`src/rtl/ggvc_pkg.sv`:
```
// ggvc_pkg: types, constants and the arctangent table of the go-to-goal controller.
// Shared by the controller, the datapath, the CORDIC unit and the top level.
// No dependencies.
package ggvc_pkg;

    localparam int CORDIC_STEPS = 16;
    localparam int TICK_BITS    = 13;
    // iterations actually run; the arctangent table holds 32 entries
    localparam int STEPS_USED   = (CORDIC_STEPS > 32) ? 32 : CORDIC_STEPS;
    // step counter wide enough for any step count up to the table size
    localparam int STEP_CNT_W   = $clog2(32 + 1);

    localparam int XW = 36;     // CORDIC x/y width
    localparam int ZW = 35;     // Q30 angle width
    localparam int PW = XW + 17; // shared multiplier product width

    localparam logic signed [ZW-1:0] PI_Q30      = ZW'(64'sd3373259426);
    localparam logic signed [ZW-1:0] HALF_PI_Q30 = ZW'(64'sd1686629713);
    localparam logic signed [ZW-1:0] TWO_PI_Q30  = ZW'(64'sd6746518852);
    localparam logic signed [15:0]   PI_Q13      = 16'sd25736;
    localparam logic signed [16:0]   TWO_PI_Q13  = 17'sd51472;
    localparam logic signed [16:0]   INV_GAIN    = 17'sd39797;

    typedef enum logic [1:0] {
        KIND_TICK = 2'd0,
        KIND_POSE = 2'd1,
        KIND_GOAL = 2'd2
    } t_kind;

    typedef enum logic [2:0] {
        MODE_NO_GOAL   = 3'd0,
        MODE_REACHED   = 3'd1,
        MODE_ROTATE    = 3'd2,
        MODE_TRANSLATE = 3'd3,
        MODE_STEER     = 3'd4,
        MODE_STALE     = 3'd5
    } t_mode;

    typedef enum logic [2:0] {
        CFG_DIST_TH   = 3'd0,
        CFG_ANGLE_TH  = 3'd1,
        CFG_SCALE     = 3'd2,
        CFG_MAX_LIN   = 3'd3,
        CFG_MAX_TURN  = 3'd4,
        CFG_TIMEOUT   = 3'd5
    } t_cfg_idx;

    typedef enum logic [4:0] {
        OP_NONE,
        OP_LOAD,      // capture input transaction
        OP_TICK,      // age watchdog
        OP_POSE,      // clear watchdog
        OP_VEC_BRG,   // start vectoring on goal - pose
        OP_BRG_SAVE,
        OP_MAG_MUL,
        OP_DIST,
        OP_QM0,       // quaternion products, one per cycle
        OP_QM1,
        OP_QM2,
        OP_QM3,
        OP_QEND,
        OP_VEC_YAW,
        OP_YAW_SAVE,
        OP_GOAL_SAVE,
        OP_ERR,
        OP_SCL_MUL,
        OP_SQ_START,
        OP_SPD,
        OP_V_MUL,
        OP_BODY,
        OP_ROT,
        OP_EMIT
    } t_op;

    typedef struct packed {
        t_op   op;
        t_mode mode;
    } t_cmd;

    typedef struct packed {
        logic [1:0] kind;
        logic       tick_expire;
        logic       pose_recent;
        logic       goal_valid;
        logic       cordic_busy;
        logic       sqrt_busy;
        logic       near;
        logic       aligned;
        logic       out_busy;
    } t_status;

    // atan(2^-i) in Q30
    function automatic logic [31:0] atan_q30(input logic [4:0] i);
        logic [31:0] v;
        unique case (i)
            5'd0:  v = 32'h3243F6A8;
            5'd1:  v = 32'h1DAC6705;
            5'd2:  v = 32'h0FADBAFC;
            5'd3:  v = 32'h07F56EA6;
            5'd4:  v = 32'h03FEAB76;
            5'd5:  v = 32'h01FFD55B;
            5'd6:  v = 32'h00FFFAAA;
            5'd7:  v = 32'h007FFF55;
            5'd8:  v = 32'h003FFFEA;
            5'd9:  v = 32'h001FFFFD;
            5'd10: v = 32'h000FFFFF;
            5'd11: v = 32'h0007FFFF;
            5'd12: v = 32'h0003FFFF;
            5'd13: v = 32'h0001FFFF;
            5'd14: v = 32'h0000FFFF;
            5'd15: v = 32'h00007FFF;
            5'd16: v = 32'h00003FFF;
            5'd17: v = 32'h00001FFF;
            5'd18: v = 32'h00000FFF;
            5'd19: v = 32'h000007FF;
            5'd20: v = 32'h000003FF;
            5'd21: v = 32'h000001FF;
            5'd22: v = 32'h000000FF;
            5'd23: v = 32'h0000007F;
            5'd24: v = 32'h0000003F;
            5'd25: v = 32'h0000001F;
            5'd26: v = 32'h0000000F;
            5'd27: v = 32'h00000008;
            5'd28: v = 32'h00000004;
            5'd29: v = 32'h00000002;
            5'd30: v = 32'h00000001;
            default: v = 32'h00000000;
        endcase
        return v;
    endfunction

endpackage

```
`src/rtl/ggvc_ctrl.sv`:
```
// ggvc_ctrl: sequencer of the go-to-goal controller; issues one datapath
// command per cycle. Depends on ggvc_pkg.
module ggvc_ctrl (
    input  logic                 i_clk,
    input  logic                 i_rst_n,
    input  logic                 i_s_tvalid,
    output logic                 o_s_tready,
    input  ggvc_pkg::t_status    i_status,
    output ggvc_pkg::t_cmd       o_cmd
);
    import ggvc_pkg::*;

    typedef enum logic [27:0] {
        S_IDLE = 28'h0000001,
        S_DISP = 28'h0000002,
        S_TICK = 28'h0000004,
        S_POSE = 28'h0000008,
        S_VB   = 28'h0000010,
        S_VBW  = 28'h0000020,
        S_BSV  = 28'h0000040,
        S_MM   = 28'h0000080,
        S_DST  = 28'h0000100,
        S_Q0   = 28'h0000200,
        S_Q1   = 28'h0000400,
        S_Q2   = 28'h0000800,
        S_Q3   = 28'h0001000,
        S_Q4   = 28'h0002000,
        S_VY   = 28'h0004000,
        S_VYW  = 28'h0008000,
        S_YSV  = 28'h0010000,
        S_ERR  = 28'h0020000,
        S_DEC  = 28'h0040000,
        S_SM   = 28'h0080000,
        S_SQS  = 28'h0100000,
        S_SQW  = 28'h0200000,
        S_SPD  = 28'h0400000,
        S_VM   = 28'h0800000,
        S_BODY = 28'h1000000,
        S_ROT  = 28'h2000000,
        S_RW   = 28'h4000000,
        S_EMIT = 28'h8000000
    } t_state;

    t_state r_state, n_state;
    t_mode  r_mode, n_mode;
    logic   r_is_goal, n_is_goal;
    t_op    op;

    always_comb begin
        n_state   = r_state;
        n_mode    = r_mode;
        n_is_goal = r_is_goal;
        op        = OP_NONE;
        unique case (r_state)
            S_IDLE: begin
                if (i_s_tvalid) begin
                    op = OP_LOAD;
                    n_state = S_DISP;
                end
            end
            S_DISP: begin
                n_is_goal = 1'b0;
                case (t_kind'(i_status.kind))
                    KIND_TICK: n_state = S_TICK;
                    KIND_POSE: n_state = S_POSE;
                    KIND_GOAL: begin
                        n_is_goal = 1'b1;
                        n_state = S_Q0;
                    end
                    default: n_state = S_IDLE;
                endcase
            end
            S_TICK: begin
                op = OP_TICK;
                if (i_status.tick_expire) begin
                    n_mode = MODE_STALE;
                    n_state = S_EMIT;
                end else begin
                    n_state = S_IDLE;
                end
            end
            S_POSE: begin
                op = OP_POSE;
                if (!i_status.pose_recent) begin
                    n_mode = MODE_STALE;
                    n_state = S_EMIT;
                end else if (!i_status.goal_valid) begin
                    n_mode = MODE_NO_GOAL;
                    n_state = S_EMIT;
                end else begin
                    n_state = S_VB;
                end
            end
            S_VB: begin op = OP_VEC_BRG; n_state = S_VBW; end
            S_VBW: if (!i_status.cordic_busy) n_state = S_BSV;
            S_BSV: begin op = OP_BRG_SAVE; n_state = S_MM; end
            S_MM:  begin op = OP_MAG_MUL;  n_state = S_DST; end
            S_DST: begin op = OP_DIST;     n_state = S_Q0; end
            S_Q0:  begin op = OP_QM0;      n_state = S_Q1; end
            S_Q1:  begin op = OP_QM1;      n_state = S_Q2; end
            S_Q2:  begin op = OP_QM2;      n_state = S_Q3; end
            S_Q3:  begin op = OP_QM3;      n_state = S_Q4; end
            S_Q4:  begin op = OP_QEND;     n_state = S_VY; end
            S_VY:  begin op = OP_VEC_YAW;  n_state = S_VYW; end
            S_VYW: if (!i_status.cordic_busy) n_state = S_YSV;
            S_YSV: begin
                if (r_is_goal) begin
                    op = OP_GOAL_SAVE;
                    n_state = S_IDLE;
                end else begin
                    op = OP_YAW_SAVE;
                    n_state = S_ERR;
                end
            end
            S_ERR: begin op = OP_ERR; n_state = S_DEC; end
            S_DEC: begin
                if (i_status.near && i_status.aligned) begin
                    n_mode = MODE_REACHED;
                    n_state = S_EMIT;
                end else if (i_status.near) begin
                    n_mode = MODE_ROTATE;
                    n_state = S_EMIT;
                end else begin
                    n_mode = i_status.aligned ? MODE_TRANSLATE : MODE_STEER;
                    n_state = S_SM;
                end
            end
            S_SM:   begin op = OP_SCL_MUL;  n_state = S_SQS; end
            S_SQS:  begin op = OP_SQ_START; n_state = S_SQW; end
            S_SQW:  if (!i_status.sqrt_busy) n_state = S_SPD;
            S_SPD:  begin op = OP_SPD;   n_state = S_VM; end
            S_VM:   begin op = OP_V_MUL; n_state = S_BODY; end
            S_BODY: begin op = OP_BODY;  n_state = S_ROT; end
            S_ROT:  begin op = OP_ROT;   n_state = S_RW; end
            S_RW:   if (!i_status.cordic_busy) n_state = S_EMIT;
            S_EMIT: begin
                if (!i_status.out_busy) begin
                    op = OP_EMIT;
                    n_state = S_IDLE;
                end
            end
            default: n_state = S_IDLE;
        endcase
    end

    always_ff @(posedge i_clk) begin
        if (!i_rst_n) begin
            r_state   <= S_IDLE;
            r_mode    <= MODE_NO_GOAL;
            r_is_goal <= 1'b0;
        end else begin
            r_state   <= n_state;
            r_mode    <= n_mode;
            r_is_goal <= n_is_goal;
        end
    end

    assign o_s_tready = (r_state == S_IDLE);
    assign o_cmd.op   = op;
    assign o_cmd.mode = r_mode;

endmodule

```
`config.mk`:
```
export PLATFORM = sky130hd
export DESIGN_NAME = ggvc_ctrl
export DESIGN_NICKNAME = d
export VERILOG_FILES = /design/src/rtl/ggvc_pkg.sv /design/src/rtl/ggvc_ctrl.sv
export SDC_FILE = /design/constraint.sdc
export NUM_CORES = 1
export LEC_CHECK = 0
export BUFFER_PORTS_ARGS = -buffer_cell sky130_fd_sc_hd__buf_2
export CORE_MARGIN = 4
export CORE_UTILIZATION = 35
export CTS_CLUSTER_DIAMETER = 100
export DETAILED_ROUTE_END_ITERATION = 7
export GPL_TIMING_DRIVEN = 0
export MAX_ROUTING_LAYER = met4
export PLACE_DENSITY = 0.61
export SLEW_MARGIN = 5
export SYNTH_ARGS = -nofsm -noshare
export SYNTH_HDL_FRONTEND = slang
export SYNTH_SLANG_ARGS = --single-unit
export TNS_END_PERCENT = 10
```
`constraint.sdc`:
```
create_clock -name i_clk -period 5.1 [get_ports i_clk]
set_input_delay 0.51 -clock i_clk [delete_from_list [all_inputs] [get_ports i_clk]]
set_output_delay 0.51 -clock i_clk [all_outputs]
set_load 0.005 [all_outputs]
```
# Word-level counts from Yosys, hierarchy flattened

Index checks and enable logic that the tools add are counted.

Reduce and logical (&&, ||, !) cells: 5
Muxes and demuxes: 26
Equal/unequal tests: 38

Operator list:

| cell                                                   | number |
|---|---|
| one-hot mux 28 bit (28 select lines)                   | 1 |
| two-way mux 28 bit                                     | 11 |
| one-hot mux 5 bit (22 select lines)                    | 1 |
| one-hot mux 10 bit (3 select lines)                    | 1 |
| equality test 28 x 1 -> 1 bit (second input constant)  | 1 |
| equality test 28 x 10 -> 1 bit (second input constant) | 1 |
| equality test 28 x 11 -> 1 bit (second input constant) | 1 |
| equality test 28 x 12 -> 1 bit (second input constant) | 1 |
| equality test 28 x 13 -> 1 bit (second input constant) | 1 |
| equality test 28 x 14 -> 1 bit (second input constant) | 1 |
| equality test 28 x 15 -> 1 bit (second input constant) | 1 |
| equality test 28 x 16 -> 1 bit (second input constant) | 1 |
| equality test 28 x 17 -> 1 bit (second input constant) | 1 |
| equality test 28 x 18 -> 1 bit (second input constant) | 1 |
| equality test 28 x 19 -> 1 bit (second input constant) | 1 |
| equality test 28 x 2 -> 1 bit (second input constant)  | 1 |
| equality test 28 x 20 -> 1 bit (second input constant) | 1 |
| equality test 28 x 21 -> 1 bit (second input constant) | 1 |
| equality test 28 x 22 -> 1 bit (second input constant) | 1 |
| equality test 28 x 23 -> 1 bit (second input constant) | 1 |
| equality test 28 x 24 -> 1 bit (second input constant) | 1 |
| equality test 28 x 25 -> 1 bit (second input constant) | 1 |
| equality test 28 x 26 -> 1 bit (second input constant) | 1 |
| equality test 28 x 27 -> 1 bit (second input constant) | 1 |
| 22 further kinds                                       | 35 |

Register bits after elaboration: 32

# Depth between registers and ports, before layout

Gate-level depths: netlist (run 1).

Word-level depth: 4
Gate-level depth with buffers: 10

# Least setup slack after synthesis (run 1)

OpenSTA, ideal clock, no wires.

Path type: reg2reg
From: register r_state[27]
To: register r_state[0]
Arrival time: 2.519 ns
Cell stages (with the launch flop): 9
Path buffers: 1
Data required time: 4.980 ns
Setup slack: 2.461 ns
Cells stage by stage: dfxtp_1 buf_6 or4_4 nor4_4 nand2_2 or4_4 and4_4 a211oi_2 o21bai_1

Longest elaborated chain between the ends: 3
Elaborated cells on any way between the ends: 36

RTL lines:

| item                                                  | line             | text |
|---|---|---|
| from (decl)                                           | ggvc_ctrl.sv:44  | `t_state r_state, n_state;` |
| from (signal assigned)                                | ggvc_ctrl.sv:152 | `r_state <= n_state;` |
| equality test 28 x 6 -> 1 bit (tied with other cells) | ggvc_ctrl.sv:54  | `unique case (r_state)` |
| != test 2 bit (no line)                               | --               |  |
| AND reduction 6 bit (no line)                         | --               |  |

Parallel ways exist; a longest one is shown, timed or not.
A chain may end at the register's enable or synchronous reset.

==> impl_metrics.py, run 1 <==
metrics = {
    "worst_setup_path": {
        "cp.arrival_ns": 3.20,
        "critPathKind": "register to output port",
        "cp.required_ns": 4.59,
        "worstPathMaxFanout": 10,
        "critPathMaxStageDelay_ns": 1.05,
        "slowest_stage": "nor4_1",
        "crit_chain": "nor4_1 -> and3_1 -> buf_2 -> and3_1 -> nand3_1 -> nand3_1 -> a2111oi_0 -> nand4b_1 -> buf_2",
        "worstSetupStartpointType": "register",
        "crit_path_end_kind": "output port",
    },
    "detailed_routing": {
        "routed-via-count": 1945,
        "viasPerCell": 5.70,
        "drt_pass1_iterations": 4,
        "drc": 0,
        "ant_nets": 0,
        "drtIter0Drc": 129,
        "wl_per_cell_um": 16.0,
        "drt_wl_total_um": 5470,
    },
    "clock_network": {
        "cts_made_buffers": 5,
        "cts_tree": "done",
        "ctsLongestPathBuffers": 2,
        "cts_root_buf": "clkbuf_8",
        "post-cts-setup-buffers": 0,
        "cts_hold_buf": 0,
        "cts-resized-gates": 0,
        "cts_sinks": 32,
        "clk_latency_ns": 0.29,
        "clkTransAtPathRegs_ns": 0.07,
        "htree_levels": 2,
    },
    "final_layout": {
        "fin_nets": 286,
        "fin_util_pct": 42.4,
        "areaGrowthSynthToFinish_pct": 14.6,
        "drive_above_1_share_pct": 14.4,
        "antenna_cells": 0,
    },
    "timing": {
        "fmax_ghz": 0.269,
        "tightest_slew_ns": 1.27,
        "relSlewSlack_pct": 14.7,
        "finalSetupTns_ns": 0,
        "fin_skew_ns": 0.00651,
        "finalSetupViolCount": 0,
        "drv_slew": 0,
        "timing.final.crit_share_pct": 72.8,
        "rsz0062_at_grt": "false",
        "setup_slack_ns": 1.39,
        "finalCriticalPeriod_ns": 3.71,
        "hold_viol_final": 0,
    },
    "power_and_ir_drop": {
        "peakVddDrop_v": 0.000132,
        "p_per_area_nw_per_um2": 301,
        "p_leak_nw": 0.844,
    },
    "logic_synthesis": {
        "synth_top_family_by_area": "simple AND/OR/NAND/NOR gates",
        "netlist.area_leader.share_pct": 33.1,
        "ys_top_cells_by_count": "32 x dfxtp_1, 30 x nor2_1, 16 x nand3_1, 16 x nor4_1, 14 x nand2_1",
        "synth.largest_area_cell": "dfxtp_1",
        "ys_seq_elements": 32,
        "ys.flop_type": "dfxtp_1",
        "synth_nets": 258,
        "yosys.area_share.simple_pct": 45.5,
        "async_flop_share_pct": 0,
        "synthCells": 242,
        "synth_xor_area_share_pct": 2.26,
        "yosysSeqAreaShare_pct": 33.1,
        "synthDistinctLibCells": 53,
        "synth_fa_ha_area_share_pct": 1.94,
        "synthTopCellsByArea": "dfxtp_1 33%, nor2_1 5.8%, nor4_1 5.2%, nor4b_1 5.0%, nand3_1 4.1%",
        "synth_area_um2": 1940,
        "synth.mux.area_fraction_pct": 0,
        "synth-edff-count": 0,
        "synth.avg_cell_area_um2": 8.00,
        "ys_warn_count": 0,
        "synth.most_common_cell": "dfxtp_1",
        "synth_compound_area_share_pct": 13.0,
    },
    "floorplan": {
        "start_util_pct": 37.0,
        "io_pins": 22,
        "dieWidth_um": 82.4,
        "std_cell_rows": 26,
        "dieArea_um2": 6790,
        "core_area_um2": 5240,
        "die_y_um": 82.4,
    },
    "placement": {
        "gp_congestion": 0.959,
        "pre_cts_slack_ns": 1.68,
        "portBuffers": 21,
        "dp_hpwl_um": 4260,
    },
    "global_route": {
        "grt_start_max_net_pins": 11,
        "grt_usage_pct": 17.5,
        "grt_pass1_vias": 1795,
        "grt_pass1_wl_um": 8570,
        "grt_overflow": 0,
        "antenna_found_initial": 0,
    },
    "job": {
        "maxCapViolCount": 0,
    },
    "outcome": {
        "status": "complete, no violations",
    },
    "hold_path": {
        "hp-class": "input pin to register",
    },
}
## layer usage
| layer | up-vias | part of all wire (%) | GRT usage [%] |
|---|---|---|---|
| li1 | 986 | - | - |
| met1 | 907 | 49 | 23.6 |
| met2 | 44 | 44 | 26.1 |
| met3 | 8 | 4.9 | 3.47 |
| met4 | 0 | 1.3 | 5.65 |
| met5 | - | 0 | - |
## worst max-delay path: cells and delay by family, from the launching register on
kind | cells | cell delay (ns)
flip-flops | 1 | 0.35
AND/OR/NAND/NOR | 6 | 2.10
AO/OA/AOI/OAI | 1 | 0.09
buffers and inverters | 2 | 0.36
## kinds of logic after synthesis
family	after synthesis
AO/OA/AOI/OAI	34
XOR/XNOR	5
adder cells (fa/ha/maj)	3
buffers and inverters	18
flip-flops	32
AND/OR/NAND/NOR	150
## sequential cells by signal, indices dropped and copies added (netlist names)
| register | cells |
|---|---|
| r_state | 28 |
| r_mode | 3 |
| r_is_goal | 1 |
## power by group
group	switching (W)	internal [W]
combinational	0.000127	0.0000700
sequential	0.00000918	0.000258
clock	0.0000944	0.000110
total	0.000230	0.000438
## layout make-up
class	instances	area, um^2
Buffer	9	47.5
Clock buffer	8	90.1
Fill cell	562	3020
Inverter	9	33.8
Multi-Input combinational cell	192	1210
Sequential cell	32	641
Tap cell	70	87.6
Timing Repair Buffer	21	105
## cells in the final DEF, fill, tap and decap left out, types with 2 or more instances in the layout
| master | Yosys | layout |
|---|---|---|
| buf_2 | 2 | 23 |
| o21ai_0 | 2 | 2 |
| o21ai_1 | 2 | 2 |
| clkbuf_1 | 5 | 7 |
| nand2_1 | 14 | 14 |
| dfxtp_1 | 32 | 32 |
| nor4b_1 | 11 | 11 |
| nand4b_1 | 3 | 3 |
| nor3b_1 | 2 | 2 |
| inv_1 | 9 | 9 |
| nand4_1 | 12 | 12 |
| or4_4 | 3 | 3 |
| or4_1 | 4 | 4 |
| and3_1 | 6 | 6 |
| a21oi_1 | 8 | 8 |
| nor3_1 | 10 | 10 |
| o22a_1 | 2 | 2 |
| nand3_1 | 16 | 16 |
| o211ai_1 | 2 | 2 |
| o31a_1 | 2 | 2 |
| nand3b_1 | 2 | 2 |
| xnor2_1 | 5 | 5 |
| nand2b_1 | 8 | 8 |
| nor2b_1 | 3 | 3 |
| a2111oi_0 | 2 | 2 |
| and2_1 | 2 | 2 |
| clkbuf_8 | 0 | 6 |
| nor2_1 | 30 | 30 |
| ha_1 | 3 | 3 |
| nor4_1 | 16 | 16 |
## path summary, 6_finish.rpt
| path | startpoint | end | slack (ns) | depth (start not counted) |
|---|---|---|---|---|
| hold / removal | i_status[8] | r_state[2] | 0.41 | 2 |
| setup / recovery | r_state[17] | o_cmd[3] | 1.39 | 9 |
| hold reg to reg | r_is_goal | r_state[17] | 0.45 | 1 |
| setup reg to reg | r_state[17] | r_state[16] | 1.49 | 9 |
## stage by stage
stage	hold slack, ns	instance area [um^2]	cells	total power, W
floorplan	0.414	1940	242	0.000407
global placement	0.436	2130	333	0.000465
detailed placement	0.437	2130	333	0.000467
CTS	0.410	2220	341	0.000671
global route	0.426	2220	341	0.000700
finish	0.413	2220	341	0.000668
No activity file was read; power rests on OpenSTA's default activity.
==> run 2, diff against run 1 <==
==> constraint.sdc (replaced) <==
create_clock -name i_clk -period 3.65 [get_ports i_clk]
set_input_delay 0.365 -clock i_clk [delete_from_list [all_inputs] [get_ports i_clk]]
set_output_delay 0.365 -clock i_clk [all_outputs]
set_load 0.005 [all_outputs]
==> run 2 against run 1 <==
Against the previous run: combinational power is 39% higher; worst hold slack worse by 0.14 ns; clock power up 40%; non-clock buffer count unchanged; setup slack got worse by 1.1 ns; first-iteration DRC count up 12%; count of clock-buffer cells in the layout unchanged.
==> impl_metrics.py, run 2 (same netlist as run 1, synthesis figures left out) <==
metrics = {
    "outcome": {
        "status": "complete, no violations",
    },
    "timing": {
        "rsz0062_at_grt": "false",
        "hold_viol_final": 0,
        "finalSetupTns_ns": 0,
        "finalCriticalPeriod_ns": 3.40,
        "fin_skew_ns": 0.00565,
        "relSlewSlack_pct": 49.3,
        "tightest_slew_ns": 0.754,
        "fmax_ghz": 0.294,
        "drv_slew": 0,
        "timing.final.crit_share_pct": 93.3,
        "finalSetupViolCount": 0,
    },
    "floorplan": {
        "std_cell_rows": 26,
        "core_area_um2": 5240,
        "start_util_pct": 37.0,
        "dieArea_um2": 6790,
        "io_pins": 22,
        "die_y_um": 82.4,
        "dieWidth_um": 82.4,
    },
    "worst_setup_path": {
        "critPathKind": "register to register",
        "cp.arrival_ns": 3.58,
        "worstPathMaxFanout": 10,
        "crit_path_end_kind": "register",
        "cp.required_ns": 3.83,
        "worstSetupStartpointType": "register",
    },
    "final_layout": {
        "final_common_cell": "dfxtp_1",
        "areaGrowthSynthToFinish_pct": 14.9,
        "drive_above_1_share_pct": 14.8,
        "top_register": "r_state",
        "reg.largest.list": "r_state: 28 flops, r_mode: 3 flops, r_is_goal: 1 flops",
        "fin_nets": 286,
        "layout_common_cells": "32 x dfxtp_1, 30 x nor2_1, 23 x buf_2",
        "antenna_cells": 0,
        "largest_reg_flops": 28,
    },
    "placement": {
        "portBuffers": 21,
        "gp_congestion": 0.959,
        "dp_hpwl_um": 4260,
    },
    "clock_network": {
        "cts_made_buffers": 5,
        "cts_tree": "done",
        "cts-resized-gates": 0,
        "htree_levels": 2,
        "clk_latency_ns": 0.29,
        "ctsLongestPathBuffers": 2,
        "cts_hold_buf": 0,
        "cts_root_buf": "clkbuf_8",
        "post-cts-setup-buffers": 0,
        "cts_sinks": 32,
        "clkTransAtPathRegs_ns": 0.07,
    },
    "global_route": {
        "antenna_found_initial": 0,
        "grt_pass1_wl_um": 8570,
        "grt_usage_pct": 17.5,
        "grt_pass1_vias": 1795,
        "grt_overflow": 0,
        "grt_start_max_net_pins": 11,
    },
    "detailed_routing": {
        "ant_nets": 0,
        "drc": 0,
        "drt_pass1_iterations": 4,
        "viasPerCell": 5.70,
        "wl_per_cell_um": 16.0,
        "drtIter0Drc": 145,
        "routed-via-count": 1943,
        "drt_wl_total_um": 5470,
    },
    "power_and_ir_drop": {
        "p_per_area_nw_per_um2": 419,
        "peakVddDrop_v": 0.000187,
        "power_w": 0.000934,
        "p_leak_nw": 0.846,
    },
    "job": {
        "maxCapViolCount": 0,
    },
    "hold_path": {
        "hp-class": "input pin to register",
    },
}
## run 2: cell counts in the layout (fill, tap and decap cells not counted)
No cell type changed its count.
## run 2: worst paths after layout
check	to	start	slack [ns]	depth (start not counted)
setup / recovery	r_state[16]	r_state[9]	0.25	9
hold / removal	r_state[2]	i_status[8]	0.27	2
setup reg to reg	r_state[16]	r_state[9]	0.25	9
hold reg to reg	r_state[17]	r_is_goal	0.46	1
## run 2: cell type report
type / count / area (um^2)
Fill cell: 564 / 3010
Tap cell: 70 / 87.6
Sequential cell: 32 / 641
Multi-Input combinational cell: 192 / 1220
Clock buffer: 8 / 90.1
Buffer: 9 / 47.5
Timing Repair Buffer: 21 / 105
Inverter: 9 / 33.8
## run 2: report_power, final
group | internal, W | switching [W] | total [W]
clock network | 0.000154 | 0.000132 | 0.000286
registers | 0.000361 | 0.0000128 | 0.000373
logic | 0.0000978 | 0.000177 | 0.000274
## run 2: through the flow
stage | instances | setup slack (ns) | hold WS [ns] | area, um^2 | util [%]
4_1_cts | 341 | 0.191 | 0.265 | 2220 | 42.4
3_5_place_dp | 333 | 0.232 | 0.437 | 2130 | 40.7
2_1_floorplan | 242 | 1.01 | 0.414 | 1940 | -
3_3_place_gp | 333 | 0.270 | 0.436 | 2130 | 40.7
5_1_grt | 341 | 0.0730 | 0.281 | 2230 | 42.5
6_report | 341 | 0.245 | 0.269 | 2230 | 42.5
## run 2: worst max-delay path, stage by stage, from the launching register on
cell     delay (ns)
dfxtp_1        0.37
or4_1          0.64
nor2_1         0.48
nand3_1        0.38
nor3_1         0.42
a211o_1        0.30
or2_1          0.13
buf_2          0.23
buf_4          0.24
nor2_1         0.08
## run 2: per-layer routing
metal	GRT usage [%]	vias up	part of all wire [%]
li1	-	984	-
met1	23.6	907	49
met2	26.1	44	44
met3	3.47	8	5.4
met4	5.65	0	1.3
met5	-	-	0
==> run 3, diff against run 2 <==
--- a/config.mk
+++ b/config.mk
@@ -8,6 +8,7 @@
 export BUFFER_PORTS_ARGS = -buffer_cell sky130_fd_sc_hd__buf_2
 export CORE_MARGIN = 4
 export CORE_UTILIZATION = 35
+export CTS_BUF_LIST = sky130_fd_sc_hd__clkbuf_4 sky130_fd_sc_hd__clkbuf_8
 export CTS_CLUSTER_DIAMETER = 100
 export DETAILED_ROUTE_END_ITERATION = 7
 export GPL_TIMING_DRIVEN = 0
==> run 3 against run 2 <==
Against the previous run: routed wire length grew 0.15%; setup slack lost 0.0015 ns; final cell count is the same; worst hold slack is essentially flat; clock skew shrank 0.00054 ns; design area grew 0.34%; sequential cell count is the same; fmax is essentially flat; largest power group unchanged.
==> impl_metrics.py, run 3 (same netlist as run 1, synthesis figures left out) <==
metrics = {
    "detailed_routing": {
        "drc": 0,
        "routed-via-count": 1953,
        "drt_pass1_iterations": 4,
        "ant_nets": 0,
        "drt_wl_total_um": 5480,
        "drtIter0Drc": 147,
        "viasPerCell": 5.73,
        "wl_per_cell_um": 16.1,
    },
    "global_route": {
        "grt_overflow": 0,
        "grtUsageMet3_pct": 3.47,
        "use_met2_pct": 26.1,
        "grt_start_max_net_pins": 11,
        "grt.busiest_layer": "met2",
        "grt_pass1_vias": 1795,
        "grt_pass1_wl_um": 8570,
        "grt_usage_pct": 17.5,
        "grtUsageMet1_pct": 23.6,
        "antenna_found_initial": 0,
    },
    "clock_network": {
        "clkTransAtPathRegs_ns": 0.07,
        "cts_tree": "done",
        "htree_levels": 2,
        "cts_sinks": 32,
        "post-cts-setup-buffers": 0,
        "ctsLongestPathBuffers": 2,
        "cts_made_buffers": 5,
        "cts_hold_buf": 0,
        "cts_root_buf": "clkbuf_8",
        "clk_latency_ns": 0.29,
    },
    "hold_path": {
        "worstHoldStart": "i_status[8]",
        "hp-class": "input pin to register",
    },
    "final_layout": {
        "regArea_um2": 641,
        "drive_above_1_share_pct": 15.5,
        "layout_common_cells": "32 x dfxtp_1, 30 x nor2_1, 23 x buf_2",
        "multiInputGateArea_um2": 1220,
        "antenna_cells": 0,
        "areaGrowthSynthToFinish_pct": 15.3,
        "instances_no_fill": 341,
        "top_register": "r_state",
        "finalInstanceArea_um2": 2230,
        "fin_nets": 286,
        "fill_cells": 563,
        "final_common_cell": "dfxtp_1",
        "reg.largest.list": "r_state: 28 flops, r_mode: 3 flops, r_is_goal: 1 flops",
        "largest_reg_flops": 28,
    },
    "worst_setup_path": {
        "crit_chain": "or4_1 -> nor2_1 -> nand3_1 -> nor3_1 -> a211o_1 -> or2_1 -> buf_2 -> buf_4 -> nor2_1",
        "reg2reg_from": "r_state[9]",
        "setup.worst_path.start": "r_state[9]",
        "crit_path_end_kind": "register",
        "slowest_stage": "or4_1",
        "cp.required_ns": 3.82,
        "crit_top_cell": "nor2_1",
        "critPathMaxStageDelay_ns": 0.64,
        "cp.arrival_ns": 3.58,
        "worstPathMaxFanout": 10,
        "worstSetupStartpointType": "register",
        "critPathKind": "register to register",
    },
    "outcome": {
        "status": "complete, no violations",
    },
    "placement": {
        "place_area_um2": 2130,
        "pre_cts_slack_ns": 0.232,
        "portBuffers": 21,
        "gp_congestion": 0.959,
        "dp.cells": 333,
        "dp_hpwl_um": 4260,
    },
    "power_and_ir_drop": {
        "p_leak_nw": 0.853,
        "power_w": 0.000949,
        "p_per_area_nw_per_um2": 425,
        "peakVddDrop_v": 0.000187,
    },
    "floorplan": {
        "dieWidth_um": 82.4,
        "core_area_um2": 5240,
        "start_util_pct": 37.0,
        "dieArea_um2": 6790,
        "std_cell_rows": 26,
        "io_pins": 22,
        "die_y_um": 82.4,
    },
    "timing": {
        "timing.final.crit_share_pct": 93.3,
        "tightest_slew_ns": 0.741,
        "drv_slew": 0,
        "setup_slack_ns": 0.244,
        "hold_viol_final": 0,
        "fin_skew_ns": 0.00511,
        "finalSetupViolCount": 0,
        "fmax_ghz": 0.294,
        "finalSetupTns_ns": 0,
        "relSlewSlack_pct": 50.2,
        "finalCriticalPeriod_ns": 3.41,
        "rsz0062_at_grt": "false",
    },
    "job": {
        "maxCapViolCount": 0,
    },
}
[run 3: cell counts in the layout (fill, tap and decap cells not counted)]
No cell type changed its count.
[run 3: critical path, delay by kind of cell, from the launching register on]
kind	cells	cell delay, ns
buffers and inverters	2	0.47
DFF	1	0.37
and+or+nand+nor	6	2.14
AOI/OAI and AO/OA	1	0.30
[run 3: area by class of cell]
class / instances / area share [%]
Buffer: 9 / 2.13
Clock buffer: 8 / 4.37
Inverter: 9 / 1.51
Multi-Input combinational cell: 192 / 54.7
Sequential cell: 32 / 28.7
Tap cell: 70 / 3.92
Timing Repair Buffer: 21 / 4.71
[run 3: report_power, final]
| part | total [W] | internal (W) | switching (W) | leakage, nW |
|---|---|---|---|---|
| clock network | 0.000301 | 0.000169 | 0.000133 | 0.0523 |
| registers | 0.000373 | 0.000361 | 0.0000128 | 0.258 |
| logic | 0.000275 | 0.0000978 | 0.000177 | 0.542 |
[run 3: per-stage QoR]
step	utilization [%]	hold WS, ns
4_1_cts	42.5	0.265
5_1_grt	42.6	0.281
3_3_place_gp	40.7	0.436
2_1_floorplan	-	0.414
6_report	42.6	0.269
3_5_place_dp	40.7	0.437
[run 3: path summary, 6_finish.rpt]
path	end	slack [ns]	cells after the start
max reg2reg	r_state[16]	0.24	9
min reg2reg	r_state[17]	0.46	1
min	r_state[2]	0.27	2
max	r_state[16]	0.24	9
[run 3: metal layers]
metal | wire length [um] | share of wire (%)
met1 | 2670 | 49
met2 | 2430 | 44
met3 | 308 | 5.6
met4 | 73 | 1.3
met5 | 0 | 0
[run 3: what timing repair did]
item / in CTS / in global routing
resized for setup: 0 / 1
setup endpoints to repair: 0 / 11
hold endpoints to repair: 0 / 0
